File: src/lmts_pkg.sv
// Package for the LCD mode timing sequencer: shared types, timing constants,
// register indexes and the mode encoding. No dependencies.

package lmts_pkg;

    // Timing thresholds in machine cycles, and line numbers.
    localparam logic [7:0] HBLANK_CYCLES      = 8'd51;
    localparam logic [7:0] VBLANK_LINE_CYCLES = 8'd114;
    localparam logic [7:0] OAM_CYCLES         = 8'd20;
    localparam logic [7:0] TRANSFER_CYCLES    = 8'd43;
    localparam logic [7:0] FIRST_VBLANK_LINE  = 8'd144;
    localparam logic [7:0] LINES_PER_FRAME    = 8'd154;
    localparam logic [7:0] LAST_LINE          = 8'd153;

    // Configuration register indexes.
    localparam logic [2:0] REG_DISPLAY_ENABLE = 3'd0;
    localparam logic [2:0] REG_HBLANK_IRQ_EN  = 3'd1;
    localparam logic [2:0] REG_VBLANK_IRQ_EN  = 3'd2;
    localparam logic [2:0] REG_OAM_IRQ_EN     = 3'd3;
    localparam logic [2:0] REG_MATCH_IRQ_EN   = 3'd4;
    localparam logic [2:0] REG_LINE_COMPARE   = 3'd5;

    // Mode codes as they appear on the output.
    localparam logic [1:0] MODE_HBLANK   = 2'd0;
    localparam logic [1:0] MODE_VBLANK   = 2'd1;
    localparam logic [1:0] MODE_OAM      = 2'd2;
    localparam logic [1:0] MODE_TRANSFER = 2'd3;

    // Internal one-hot mode state.
    typedef enum logic [3:0] {
        MS_HBLANK   = 4'b0001,
        MS_VBLANK   = 4'b0010,
        MS_OAM      = 4'b0100,
        MS_TRANSFER = 4'b1000
    } mode_state_t;

    // Configuration register contents.
    typedef struct packed {
        logic       display_enable;
        logic       hblank_irq_enable;
        logic       vblank_stat_irq_enable;
        logic       oam_irq_enable;
        logic       match_irq_enable;
        logic [7:0] line_compare;
    } lmts_cfg_t;

    // Timing state carried from one tick to the next.
    typedef struct packed {
        logic [7:0]  cycle_count;
        mode_state_t mode;
        logic [7:0]  line;
    } lmts_state_t;

    // One result transaction.
    typedef struct packed {
        logic [1:0] disp_mode;
        logic [7:0] current_line;
        logic       line_match;
        logic       vblank_irq;
        logic       stat_irq;
        logic       draw_line;
    } lmts_result_t;

    // Map the one-hot mode state to the output mode code.
    function automatic logic [1:0] mode_code(input mode_state_t m);
        logic [1:0] code;
        unique case (m)
            MS_HBLANK:   code = MODE_HBLANK;
            MS_VBLANK:   code = MODE_VBLANK;
            MS_OAM:      code = MODE_OAM;
            MS_TRANSFER: code = MODE_TRANSFER;
            default:     code = MODE_HBLANK;
        endcase
        return code;
    endfunction

endpackage

File: src/lcd_mode_timing_sequencer.sv
// Top level of the LCD mode timing sequencer: tick input register, timing
// state, result register and checks. Depends on lmts_pkg, lmts_cfg_regs, lmts_step.
//
// Usage:
// - Input channel (in_valid/in_ready, cycles): each transaction is one tick
//   carrying 0 to 15 machine cycles.
// - Output channel (out_valid/out_ready): one result transaction per tick
//   with the mode, line, coincidence flag, interrupt requests and draw pulse.
// - Configuration: cfg_we/cfg_index/cfg_data write one register per cycle,
//   with no wait; write only while no tick is in flight.
// The tick sits in the input register; once the result register is free or
// being emptied, the step logic updates the timing state and loads the result
// register. Throughput is one tick per cycle while the receiver takes results,
// set by the combinational add, compare and subtract on the cycle counter.
// When the receiver stalls, the result register holds and the input
// register still takes one more tick; after that in_ready drops until the
// result is taken.
// Reset clears all configuration registers, the cycle counter, the line
// and the mode (H-blank), and empties both registers.

module lcd_mode_timing_sequencer
    import lmts_pkg::*;
(
    input  logic       clk,
    input  logic       rst_n,
    input  logic       cfg_we,
    input  logic [2:0] cfg_index,
    input  logic [7:0] cfg_data,
    input  logic       in_valid,
    output logic       in_ready,
    input  logic [3:0] cycles,
    output logic       out_valid,
    input  logic       out_ready,
    output logic [1:0] disp_mode,
    output logic [7:0] current_line,
    output logic       line_match,
    output logic       vblank_irq,
    output logic       stat_irq,
    output logic       draw_line
);

    lmts_cfg_t    cfg;
    lmts_state_t  state_reg;
    lmts_state_t  state_next;
    lmts_result_t result_next;
    lmts_result_t result_reg;
    logic [3:0]   cycles_reg;
    logic         in_valid_reg;
    logic         out_valid_reg;
    logic         advance;

    lmts_cfg_regs u_cfg (
        .clk       (clk),
        .rst_n     (rst_n),
        .cfg_we    (cfg_we),
        .cfg_index (cfg_index),
        .cfg_data  (cfg_data),
        .cfg       (cfg)
    );

    lmts_step u_step (
        .cfg        (cfg),
        .state      (state_reg),
        .cycles     (cycles_reg),
        .state_next (state_next),
        .result     (result_next)
    );

    // The tick moves on when the result register is free or being emptied.
    assign advance  = in_valid_reg && (!out_valid_reg || out_ready);
    assign in_ready = !in_valid_reg || advance;

    // Control and timing state.
    always_ff @(posedge clk or negedge rst_n)
    begin
        if (!rst_n)
        begin
            in_valid_reg          <= 1'b0;
            out_valid_reg         <= 1'b0;
            state_reg.cycle_count <= 8'd0;
            state_reg.mode        <= MS_HBLANK;
            state_reg.line        <= 8'd0;
        end
        else
        begin
            if (in_ready)
            begin
                in_valid_reg <= in_valid;
            end
            if (advance)
            begin
                out_valid_reg <= 1'b1;
                state_reg     <= state_next;
            end
            else if (out_ready)
            begin
                out_valid_reg <= 1'b0;
            end
        end
    end

    // Payload registers.
    always_ff @(posedge clk)
    begin
        if (in_valid && in_ready)
        begin
            cycles_reg <= cycles;
        end
        if (advance)
        begin
            result_reg <= result_next;
        end
    end

    assign out_valid    = out_valid_reg;
    assign disp_mode    = result_reg.disp_mode;
    assign current_line = result_reg.current_line;
    assign line_match   = result_reg.line_match;
    assign vblank_irq   = result_reg.vblank_irq;
    assign stat_irq     = result_reg.stat_irq;
    assign draw_line    = result_reg.draw_line;

    // The line counter never leaves the frame.
    a_line_in_frame: assert property (@(posedge clk) disable iff (!rst_n)
        state_reg.line <= LAST_LINE)
        else $error("line counter beyond last line");

    // A draw pulse always comes with the switch to H-blank.
    a_draw_hblank: assert property (@(posedge clk) disable iff (!rst_n)
        (out_valid && draw_line) |-> (disp_mode == MODE_HBLANK))
        else $error("draw pulse outside H-blank");

    // V-blank request only on entering the first V-blank line.
    a_vblank_entry: assert property (@(posedge clk) disable iff (!rst_n)
        (out_valid && vblank_irq) |->
            (disp_mode == MODE_VBLANK && current_line == FIRST_VBLANK_LINE))
        else $error("V-blank request away from first V-blank line");

    // With both registers full and the receiver stalled, no tick is taken.
    a_full_stall: assert property (@(posedge clk) disable iff (!rst_n)
        (in_valid_reg && out_valid_reg && !out_ready) |-> !in_ready)
        else $error("tick accepted while pipeline is full");

endmodule

File: src/lmts_cfg_regs.sv
// Configuration register file of the LCD mode timing sequencer.
// Depends on lmts_pkg for register indexes and the configuration struct.

module lmts_cfg_regs
    import lmts_pkg::*;
(
    input  logic       clk,
    input  logic       rst_n,
    input  logic       cfg_we,
    input  logic [2:0] cfg_index,
    input  logic [7:0] cfg_data,
    output lmts_cfg_t  cfg
);

    lmts_cfg_t cfg_reg;
    lmts_cfg_t cfg_next;

    // Decode the write; indexes beyond the list are ignored.
    always_comb
    begin
        cfg_next = cfg_reg;
        if (cfg_we)
        begin
            unique case (cfg_index)
                REG_DISPLAY_ENABLE: cfg_next.display_enable         = cfg_data[0];
                REG_HBLANK_IRQ_EN:  cfg_next.hblank_irq_enable      = cfg_data[0];
                REG_VBLANK_IRQ_EN:  cfg_next.vblank_stat_irq_enable = cfg_data[0];
                REG_OAM_IRQ_EN:     cfg_next.oam_irq_enable         = cfg_data[0];
                REG_MATCH_IRQ_EN:   cfg_next.match_irq_enable       = cfg_data[0];
                REG_LINE_COMPARE:   cfg_next.line_compare           = cfg_data;
                default:            cfg_next = cfg_reg;
            endcase
        end
    end

    // All registers reset to zero.
    always_ff @(posedge clk or negedge rst_n)
    begin
        if (!rst_n)
        begin
            cfg_reg <= '0;
        end
        else
        begin
            cfg_reg <= cfg_next;
        end
    end

    assign cfg = cfg_reg;

endmodule

File: src/lmts_step.sv
// Next-state and result logic for one tick of the LCD mode timing sequencer.
// Purely combinational; depends on lmts_pkg.

module lmts_step
    import lmts_pkg::*;
(
    input  lmts_cfg_t    cfg,
    input  lmts_state_t  state,
    input  logic [3:0]   cycles,
    output lmts_state_t  state_next,
    output lmts_result_t result
);

    logic [7:0]  count_sum;
    logic [7:0]  line_inc;
    logic [7:0]  count_new;
    logic [7:0]  line_new;
    mode_state_t mode_new;
    logic        vbl;
    logic        draw;
    logic        mode_stat;
    logic        match;

    assign count_sum = state.cycle_count + {4'b0000, cycles};
    assign line_inc  = state.line + 8'd1;

    // At most one mode or line transition per tick.
    always_comb
    begin
        count_new = count_sum;
        line_new  = state.line;
        mode_new  = state.mode;
        vbl       = 1'b0;
        draw      = 1'b0;
        mode_stat = 1'b0;
        unique case (state.mode)
            MS_HBLANK:
            begin
                if (count_sum >= HBLANK_CYCLES)
                begin
                    count_new = count_sum - HBLANK_CYCLES;
                    line_new  = line_inc;
                    if (line_inc == FIRST_VBLANK_LINE)
                    begin
                        mode_new  = MS_VBLANK;
                        vbl       = 1'b1;
                        mode_stat = cfg.vblank_stat_irq_enable;
                    end
                    else
                    begin
                        mode_new  = MS_OAM;
                        mode_stat = cfg.oam_irq_enable;
                    end
                end
            end
            MS_VBLANK:
            begin
                if (count_sum >= VBLANK_LINE_CYCLES)
                begin
                    count_new = count_sum - VBLANK_LINE_CYCLES;
                    line_new  = line_inc;
                    if (line_inc == LINES_PER_FRAME)
                    begin
                        line_new  = 8'd0;
                        mode_new  = MS_OAM;
                        mode_stat = cfg.oam_irq_enable;
                    end
                end
            end
            MS_OAM:
            begin
                if (count_sum >= OAM_CYCLES)
                begin
                    count_new = count_sum - OAM_CYCLES;
                    mode_new  = MS_TRANSFER;
                    mode_stat = cfg.oam_irq_enable;
                end
            end
            default:
            begin
                if (count_sum >= TRANSFER_CYCLES)
                begin
                    count_new = count_sum - TRANSFER_CYCLES;
                    mode_new  = MS_HBLANK;
                    draw      = 1'b1;
                    mode_stat = cfg.hblank_irq_enable;
                end
            end
        endcase
    end

    // The coincidence test uses the updated line.
    assign match = (line_new == cfg.line_compare);

    // A disabled display clears the state and gives an all-zero result.
    always_comb
    begin
        if (!cfg.display_enable)
        begin
            state_next.cycle_count = 8'd0;
            state_next.mode        = MS_HBLANK;
            state_next.line        = 8'd0;
            result                 = '0;
        end
        else
        begin
            state_next.cycle_count = count_new;
            state_next.mode        = mode_new;
            state_next.line        = line_new;
            result.disp_mode       = mode_code(mode_new);
            result.current_line    = line_new;
            result.line_match      = match;
            result.vblank_irq      = vbl;
            result.stat_irq        = mode_stat | (match & cfg.match_irq_enable);
            result.draw_line       = draw;
        end
    end

endmodule
File: config.mk
export PLATFORM = sky130hd
export DESIGN_NAME = lcd_mode_timing_sequencer
export DESIGN_NICKNAME = d
export VERILOG_FILES = /design/src/lmts_pkg.sv /design/src/lcd_mode_timing_sequencer.sv /design/src/lmts_cfg_regs.sv /design/src/lmts_step.sv
export SDC_FILE = /design/constraint.sdc
export NUM_CORES = 1
export LEC_CHECK = 0
export ABC_CLOCK_PERIOD_IN_PS = 3300
export BUFFER_PORTS_ARGS = -buffer_cell sky130_fd_sc_hd__buf_2
export CORE_MARGIN = 2
export CORE_UTILIZATION = 54
export CTS_CLUSTER_DIAMETER = 30
export DETAILED_ROUTE_END_ITERATION = 8
export GPL_ROUTABILITY_DRIVEN = 0
export MAX_ROUTING_LAYER = met4
export PLACE_DENSITY = 0.78
export SLEW_MARGIN = 20
export SYNTH_ARGS = -nofsm -noshare
export SYNTH_HDL_FRONTEND = slang
export SYNTH_SLANG_ARGS = --single-unit
File: constraint.sdc
create_clock -name clk -period 3.3 [get_ports clk]
set_input_delay 0.495 -clock clk [delete_from_list [all_inputs] [get_ports clk]]
set_output_delay 0.495 -clock clk [all_outputs]
set_load 0.01 [all_outputs]
==> impl_metrics.yaml, run 1 <==
final_layout:
  nFillCells: 442
  seq_area_um2: 1420
  drive_gt1_frac: 0.378
  nNetsFinal: 539
  synthToLayoutAreaGrowth_pct: 29.9
  diodes: 0
  multiInputGateArea_um2: 2630
  largest_register_ffs: 20
critical_path:
  end_kind: "flop"
  timing.rr.end: "stat_irq$_SDFFCE_PN0P_"
  critPathMaxFanout: 4
  r2r_slack_ns: -0.18
  start_kind: "flop"
  reg2reg_depth: 15
  r2r-start: "cycles_reg[1]$_DFFE_PP_"
  worstSetupPathType: "flop to flop"
  cp.arrival_ns: 3.56
  critPathRequiredTime_ns: 3.38
yosys:
  synth_seq_cells: 53
  synth_top_area_frac: 0.220
  synthesis.area_um2: 3870
  synth_cell_type_count: 81
  yosysMostFrequentCell: "nand2_1"
  synth_flop_cell: "dfrtp_1"
  yosysWarnings: 0
  yosys-top-cells-area: "dfrtp_1, edfxtp_1, mux2_2"
  syn_nets: 448
  synth-edff-count: 18
  yosys-top-cells-count: "nand2_1, dfrtp_1, a21oi_1"
  yosys.area.top_type: "dfrtp_1"
  synthArstFlopShare: 0.660
  synth_cells: 413
  syn_avg_cell_area_um2: 9.36
  ys_seq_area_frac: 0.367
floorplanning:
  coreArea_um2: 6870
  num_rows: 30
  initial_core_util: 0.563
  ioPinCount: 36
  dieArea_um2: 7860
  die_x_um: 88.6
  die_y_um: 88.6
detailed_routing:
  routedWlPerCell_um: 18.7
  drtPass1Iterations: 6
  vias_per_cell: 6.36
  remaining_drc_errors: 0
  num_vias: 3825
  wirelength_um: 11300
  postRouteAntennaNets: 0
  drt_iter0_drc: 419
cts:
  cts_root_buffer: "clkbuf_8"
  cts_tree: "yes"
  ctsHoldBuffers: 0
  clock-sinks: 53
  cts_max_level: 2
  cts_buffer_depth: 2
  cts_inserted_buffers: 5
  clk_latency_ns: 0.32
  path_clk_slew_ns: 0.11
timing:
  rsz0062_at_grt: "yes"
  relSlewSlack: 0.319
  maxSlewViolCount: 0
  fin_crit_sh: 1.06
  tightest_slew_ns: 1.01
  holdWs_ns: 0.224
  clock_skew_ns: 0.0123
  clock.fmax_mhz: 287
  worst_slack_ns: -0.182
  setup_viol: 5
  hold_violations: 0
  finalCriticalPeriod_ns: 3.48
grt:
  grt_pass1_wl_um: 16400
  grt_pass1_vias: 3403
  grt_usage: 0.280
  grt-ovfl-total: 0
  grt_max_degree: 36
  antenna_found_initial: 0
power_and_ir_drop:
  cellPowerDensity_nw_per_um2: 958
  ir_drop_v: 0.000470
  power_leakage_nw: 2.04
  total_power_mw: 4.81
status:
  violations: "negative setup slack"
  outcome: "finished, violations left"
flow_run:
  maxCapViolCount: 0
placement:
  port_buffers: 35
  hpwl_um: 7490
hold_path:
  hold_path.class: "input port to asynchronous set/reset pin"
[per-layer routing]
| layer | global-route usage | up-vias | wire length [um] |
|---|---|---|---|
| met1 | 0.375 | 1813 | 4550 |
| met3 | 0.0504 | 50 | 1040 |
| met2 | 0.432 | 250 | 5270 |
| li1 | - | 1712 | - |
| met5 | - | - | 0 |
| met4 | 0.0895 | 0 | 401 |
[layout by cell type (no fill, tap or decap), types with 4 or more instances in the layout]
| cell type | synthesis | final |
|---|---|---|
| nand3_1 | 9 | 9 |
| dfrtp_1 | 34 | 34 |
| buf_4 | 1 | 62 |
| o21ai_0 | 28 | 22 |
| a32o_1 | 4 | 4 |
| o21ai_2 | 0 | 4 |
| nor3_1 | 13 | 13 |
| nand3b_1 | 6 | 6 |
| mux2_2 | 17 | 15 |
| and3_1 | 7 | 5 |
| a21oi_1 | 31 | 27 |
| o31ai_1 | 4 | 4 |
| ha_1 | 14 | 9 |
| buf_6 | 1 | 5 |
| buf_2 | 5 | 35 |
| nand2_1 | 44 | 42 |
| o21ai_1 | 4 | 5 |
| nand4_1 | 4 | 4 |
| nand2b_1 | 7 | 7 |
| a21oi_2 | 2 | 5 |
| xnor2_1 | 20 | 16 |
| clkbuf_8 | 0 | 5 |
| o211ai_1 | 6 | 6 |
| inv_1 | 11 | 11 |
| o22ai_1 | 4 | 4 |
| nor2_1 | 29 | 25 |
| edfxtp_1 | 18 | 18 |
| xnor2_2 | 1 | 4 |
[how the worst max path moves through the flow]
stage,from,end,slack [ns],depth (start not counted)
floorplan,cycles_reg[1]$_DFFE_PP_,stat_irq$_SDFFCE_PN0P_,-0.04,16
global placement,state_reg[12]$_DFFE_PN0P_,line_match$_SDFFCE_PN0P_,-0.12,13
detailed placement,state_reg[13]$_DFFE_PN0P_,line_match$_SDFFCE_PN0P_,-0.24,14
CTS,cycles_reg[0]$_DFFE_PP_,line_match$_SDFFCE_PN0P_,-0.08,12
global route,cycles_reg[1]$_DFFE_PP_,stat_irq$_SDFFCE_PN0P_,-0.29,15
finish,cycles_reg[1]$_DFFE_PP_,stat_irq$_SDFFCE_PN0P_,-0.18,15
[worst max-delay path, stage by stage (launching register included)]
cell and delay, ns:
edfxtp_1 0.47, buf_6 0.16, fa_2 0.46, a21o_1 0.21, a21oi_2 0.16, nor3b_4 0.27
buf_4 0.17, o21ai_4 0.07, buf_6 0.15, a21oi_4 0.20, buf_6 0.14, o21ai_2 0.04
o22a_1 0.22, xnor2_1 0.15, and3_1 0.15, a31o_2 0.22
[final cells by class]
class,instances,area share
clock buffers,5,0.0137
clock inverters,3,0.00872
inverters,12,0.00897
multi-input cells,330,0.524
flip-flops and latches,53,0.282
well taps,96,0.0239
repair buffers,102,0.139
[logic make-up after synthesis]
logic type,count (synthesis),share of synthesized area
AO/OA/AOI/OAI,126,0.224
XOR/XNOR,27,0.0747
adder cells (fa/ha/maj),15,0.0505
buffers and inverters,30,0.0336
flip-flops,53,0.367
multiplexers,19,0.0560
AND/OR/NAND/NOR,143,0.194
[report_power, final]
group | total (mW) | leakage (nW) | internal [mW] | switching (mW)
clock network | 0.469 | 0.0585 | 0.228 | 0.241
registers | 0.968 | 0.627 | 0.801 | 0.166
logic | 3.37 | 1.35 | 1.56 | 1.81
total | 4.81 | 2.04 | 2.59 | 2.22
[per-stage QoR]
step / cell area, um2 / std cells / TNS [ns] / worst slack [ns] / util
after floorplan: 3940 / 413 / -0.0388 / -0.0388 / -
after global placement: 4500 / 573 / -0.199 / -0.115 / 0.655
after detailed placement: 4500 / 573 / -0.471 / -0.239 / 0.655
after CTS: 4740 / 588 / -0.213 / -0.0823 / 0.689
after global routing: 5020 / 601 / -1.53 / -0.286 / 0.731
final: 5020 / 601 / -0.419 / -0.182 / 0.731
[timing repair]
action / 4_1_cts / 5_1_grt
setup buffers: 7 / 13
setup endpoints to repair: 3 / 14
resized for setup: 14 / 42
pin swaps: 17 / 26
Note: power is estimated with default switching activity, not from simulation.
==> inputs of run 2 (changes only) <==
--- a/config.mk
+++ b/config.mk
@@ -8,13 +8,15 @@
 export ABC_CLOCK_PERIOD_IN_PS = 3300
 export BUFFER_PORTS_ARGS = -buffer_cell sky130_fd_sc_hd__buf_2
 export CORE_MARGIN = 2
-export CORE_UTILIZATION = 54
+export CORE_UTILIZATION = 55
 export CTS_CLUSTER_DIAMETER = 30
 export DETAILED_ROUTE_END_ITERATION = 8
 export GPL_ROUTABILITY_DRIVEN = 0
 export MAX_ROUTING_LAYER = met4
-export PLACE_DENSITY = 0.78
+export PLACE_DENSITY = 0.79
 export SLEW_MARGIN = 20
 export SYNTH_ARGS = -nofsm -noshare
 export SYNTH_HDL_FRONTEND = slang
+export SYNTH_HIERARCHICAL = 1
 export SYNTH_SLANG_ARGS = --single-unit
+export TNS_END_PERCENT = 10
==> impl_metrics.yaml, run 2 <==
detailed_routing:
  wirelength_um: 12900
  postRouteAntennaNets: 0
  routedWlPerCell_um: 21.7
  drt_iter0_drc: 580
  drtPass1Iterations: 5
  num_vias: 3898
  vias_per_cell: 6.55
  remaining_drc_errors: 0
yosys:
  synth_top_area_frac: 0.209
  synth_fa_ha_area_frac: 0.0541
  syn_avg_cell_area_um2: 10.3
  syn_nets: 432
  synthArstFlopShare: 0.660
  synth_top_family_by_area: "compound AO/OA/AOI/OAI gates"
  synth_cells: 395
  synth-compound-area-share: 0.181
  synth_seq_cells: 53
  yosysMostFrequentCell: "dfrtp_1"
  synth_xor_area_frac: 0.0731
  synthesis.area_um2: 4070
  yosys.area.top_type: "dfrtp_1"
  yosys-top-cells-area: "dfrtp_1, edfxtp_1, mux2_4"
  synth_flop_cell: "dfrtp_1"
  yosys-top-cells-count: "dfrtp_1, a21oi_1, nor2_1"
  synth-edff-count: 18
  synth_cell_type_count: 73
  synth-simple-area-share: 0.178
  synth_mux_area_frac: 0.117
  ys_seq_area_frac: 0.348
  yosysWarnings: 6
floorplanning:
  die_x_um: 90.0
  dieArea_um2: 8110
  ioPinCount: 36
  coreArea_um2: 7210
  num_rows: 31
  die_y_um: 90.0
  initial_core_util: 0.564
final_layout:
  final_area_um2: 5300
  nNetsFinal: 532
  final_cell_mix: "buf_4, buf_2, dfrtp_1"
  nFillCells: 500
  multiInputGateArea_um2: 2780
  synthToLayoutAreaGrowth_pct: 30.1
  mostFrequentLayoutCell: "buf_4"
  drive_gt1_frac: 0.442
  diodes: 0
  largest_register_ffs: 20
  seq_area_um2: 1420
critical_path:
  r2r-start: "state_reg[12]$_DFFE_PN0P_"
  start_kind: "flop"
  cp.arrival_ns: 4.29
  reg2reg_depth: 17
  worstSetupPathType: "flop to flop"
  end_kind: "flop"
  timing.rr.end: "stat_irq$_DFFE_PP_"
  r2r_slack_ns: -0.81
  critPathMaxFanout: 3
  critPathRequiredTime_ns: 3.48
  startpoint: "state_reg[12]$_DFFE_PN0P_"
power_and_ir_drop:
  power_frac_comb: 0.747
  clkPwrFrac: 0.084
  total_power_mw: 5.57
  cellPowerDensity_nw_per_um2: 1050
  seq_power_share: 0.169
  swShare: 0.465
  ir_drop_v: 0.000565
  switching_power_mw: 2.59
  p_int_mw: 2.98
  power_leakage_nw: 2.34
timing:
  clock.fmax_mhz: 243
  setup_viol: 32
  hold_violations: 0
  tightest_slew_ns: 0.810
  relSlewSlack: 0.460
  rsz0062_at_grt: "yes"
  clock_skew_ns: 0.0113
  fin_crit_sh: 1.25
  maxSlewViolCount: 0
  worst_slack_ns: -0.812
  finalCriticalPeriod_ns: 4.11
status:
  outcome: "finished, violations left"
  violations: "negative setup slack"
hold_path:
  hold_path.class: "input port to asynchronous set/reset pin"
placement:
  dpl_cell_area_um2: 4800
  port_buffers: 35
  hpwl_um: 8000
cts:
  ctsHoldBuffers: 0
  cts_root_buffer: "clkbuf_8"
  cts_buffer_depth: 2
  clk_latency_ns: 0.32
  path_clk_slew_ns: 0.11
  cts_tree: "yes"
  clock-sinks: 53
  cts_max_level: 2
  cts_inserted_buffers: 5
flow_run:
  maxCapViolCount: 0
grt:
  grt_pass1_wl_um: 19900
  grt_usage: 0.317
  antenna_found_initial: 0
  grt-ovfl-total: 0
  grt_pass1_vias: 3934
  grt_max_degree: 36
==> run 2: repair_timing <==
action                                  CTS  global route
gates resized for setup                  41             8
cloned                                    0             0
pin swaps                                35            12
buffers inserted                         13             6
endpoints found under the setup margin   32            32
==> run 2: worst max path at each step <==
stage	endpoint	slack (ns)
2_1_floorplan	state_reg[19]$_DFFE_PN0P_	-0.51
5_1_grt	state_reg[17]$_DFFE_PN0P_	-0.85
3_5_place_dp	stat_irq$_DFFE_PP_	-0.71
3_3_place_gp	state_reg[19]$_DFFE_PN0P_	-0.52
6_report	stat_irq$_DFFE_PP_	-0.81
4_1_cts	stat_irq$_DFFE_PP_	-0.53
==> run 2: cell type report <==
class / instances / area share
Clock buffer: 5 / 0.0130
Clock inverter: 3 / 0.00827
Inverter: 15 / 0.0106
Multi-Input combinational cell: 304 / 0.525
Sequential cell: 53 / 0.268
Tap cell: 99 / 0.0234
Timing Repair Buffer: 116 / 0.152
==> run 2: metal layers <==
layer,GRT usage,share of wire,vias up
met2,0.499,0.45,282
met3,0.0788,0.099,94
met5,-,0,-
met1,0.370,0.38,1868
met4,0.181,0.071,0
li1,-,-,1654
==> run 2: cells by family after synthesis <==
group           count (synthesis)
simple gates                  123
compound gates                 95
flops                          53
buf+inv                        38
mux                            35
xor+xnor                       34
fa+ha+maj                      17
==> run 2: worst max-delay path, cell delays in order (launching register included) <==
cell,delay (ns)
dfrtp_1,0.40
ha_4,0.15
inv_2,0.03
fa_2,0.40
xnor2_4,0.17
inv_2,0.09
ha_4,0.14
or4b_4,0.47
mux2i_4,0.18
nor4_4,0.06
buf_4,0.16
o41ai_4,0.41
buf_4,0.21
a32o_2,0.21
mux2_4,0.33
a2111oi_4,0.27
nand3_1,0.14
o21ai_1,0.16
==> run 2: power groups by stage <==
stage | sequential (mW) | combinational (mW) | clock (mW)
floorplan | 0.908 | 2.10 | 0
global placement | 0.929 | 3.20 | 0
detailed placement | 0.936 | 3.30 | 0
CTS | 0.932 | 3.75 | 0.467
global route | 0.957 | 4.34 | 0.491
finish | 0.941 | 4.16 | 0.471
==> run 2: stage by stage <==
| stage | util | cells | setup TNS, ns | setup slack (ns) | hold slack [ns] |
|---|---|---|---|---|---|
| floorplan | - | 395 | -7.69 | -0.512 | 0.199 |
| global route | 0.734 | 595 | -19.18 | -0.854 | 0.328 |
| detailed placement | 0.666 | 568 | -12.69 | -0.708 | 0.505 |
| global placement | 0.666 | 568 | -9.76 | -0.515 | 0.497 |
| finish | 0.734 | 595 | -16.33 | -0.812 | 0.251 |
| CTS | 0.722 | 589 | -10.09 | -0.533 | 0.284 |
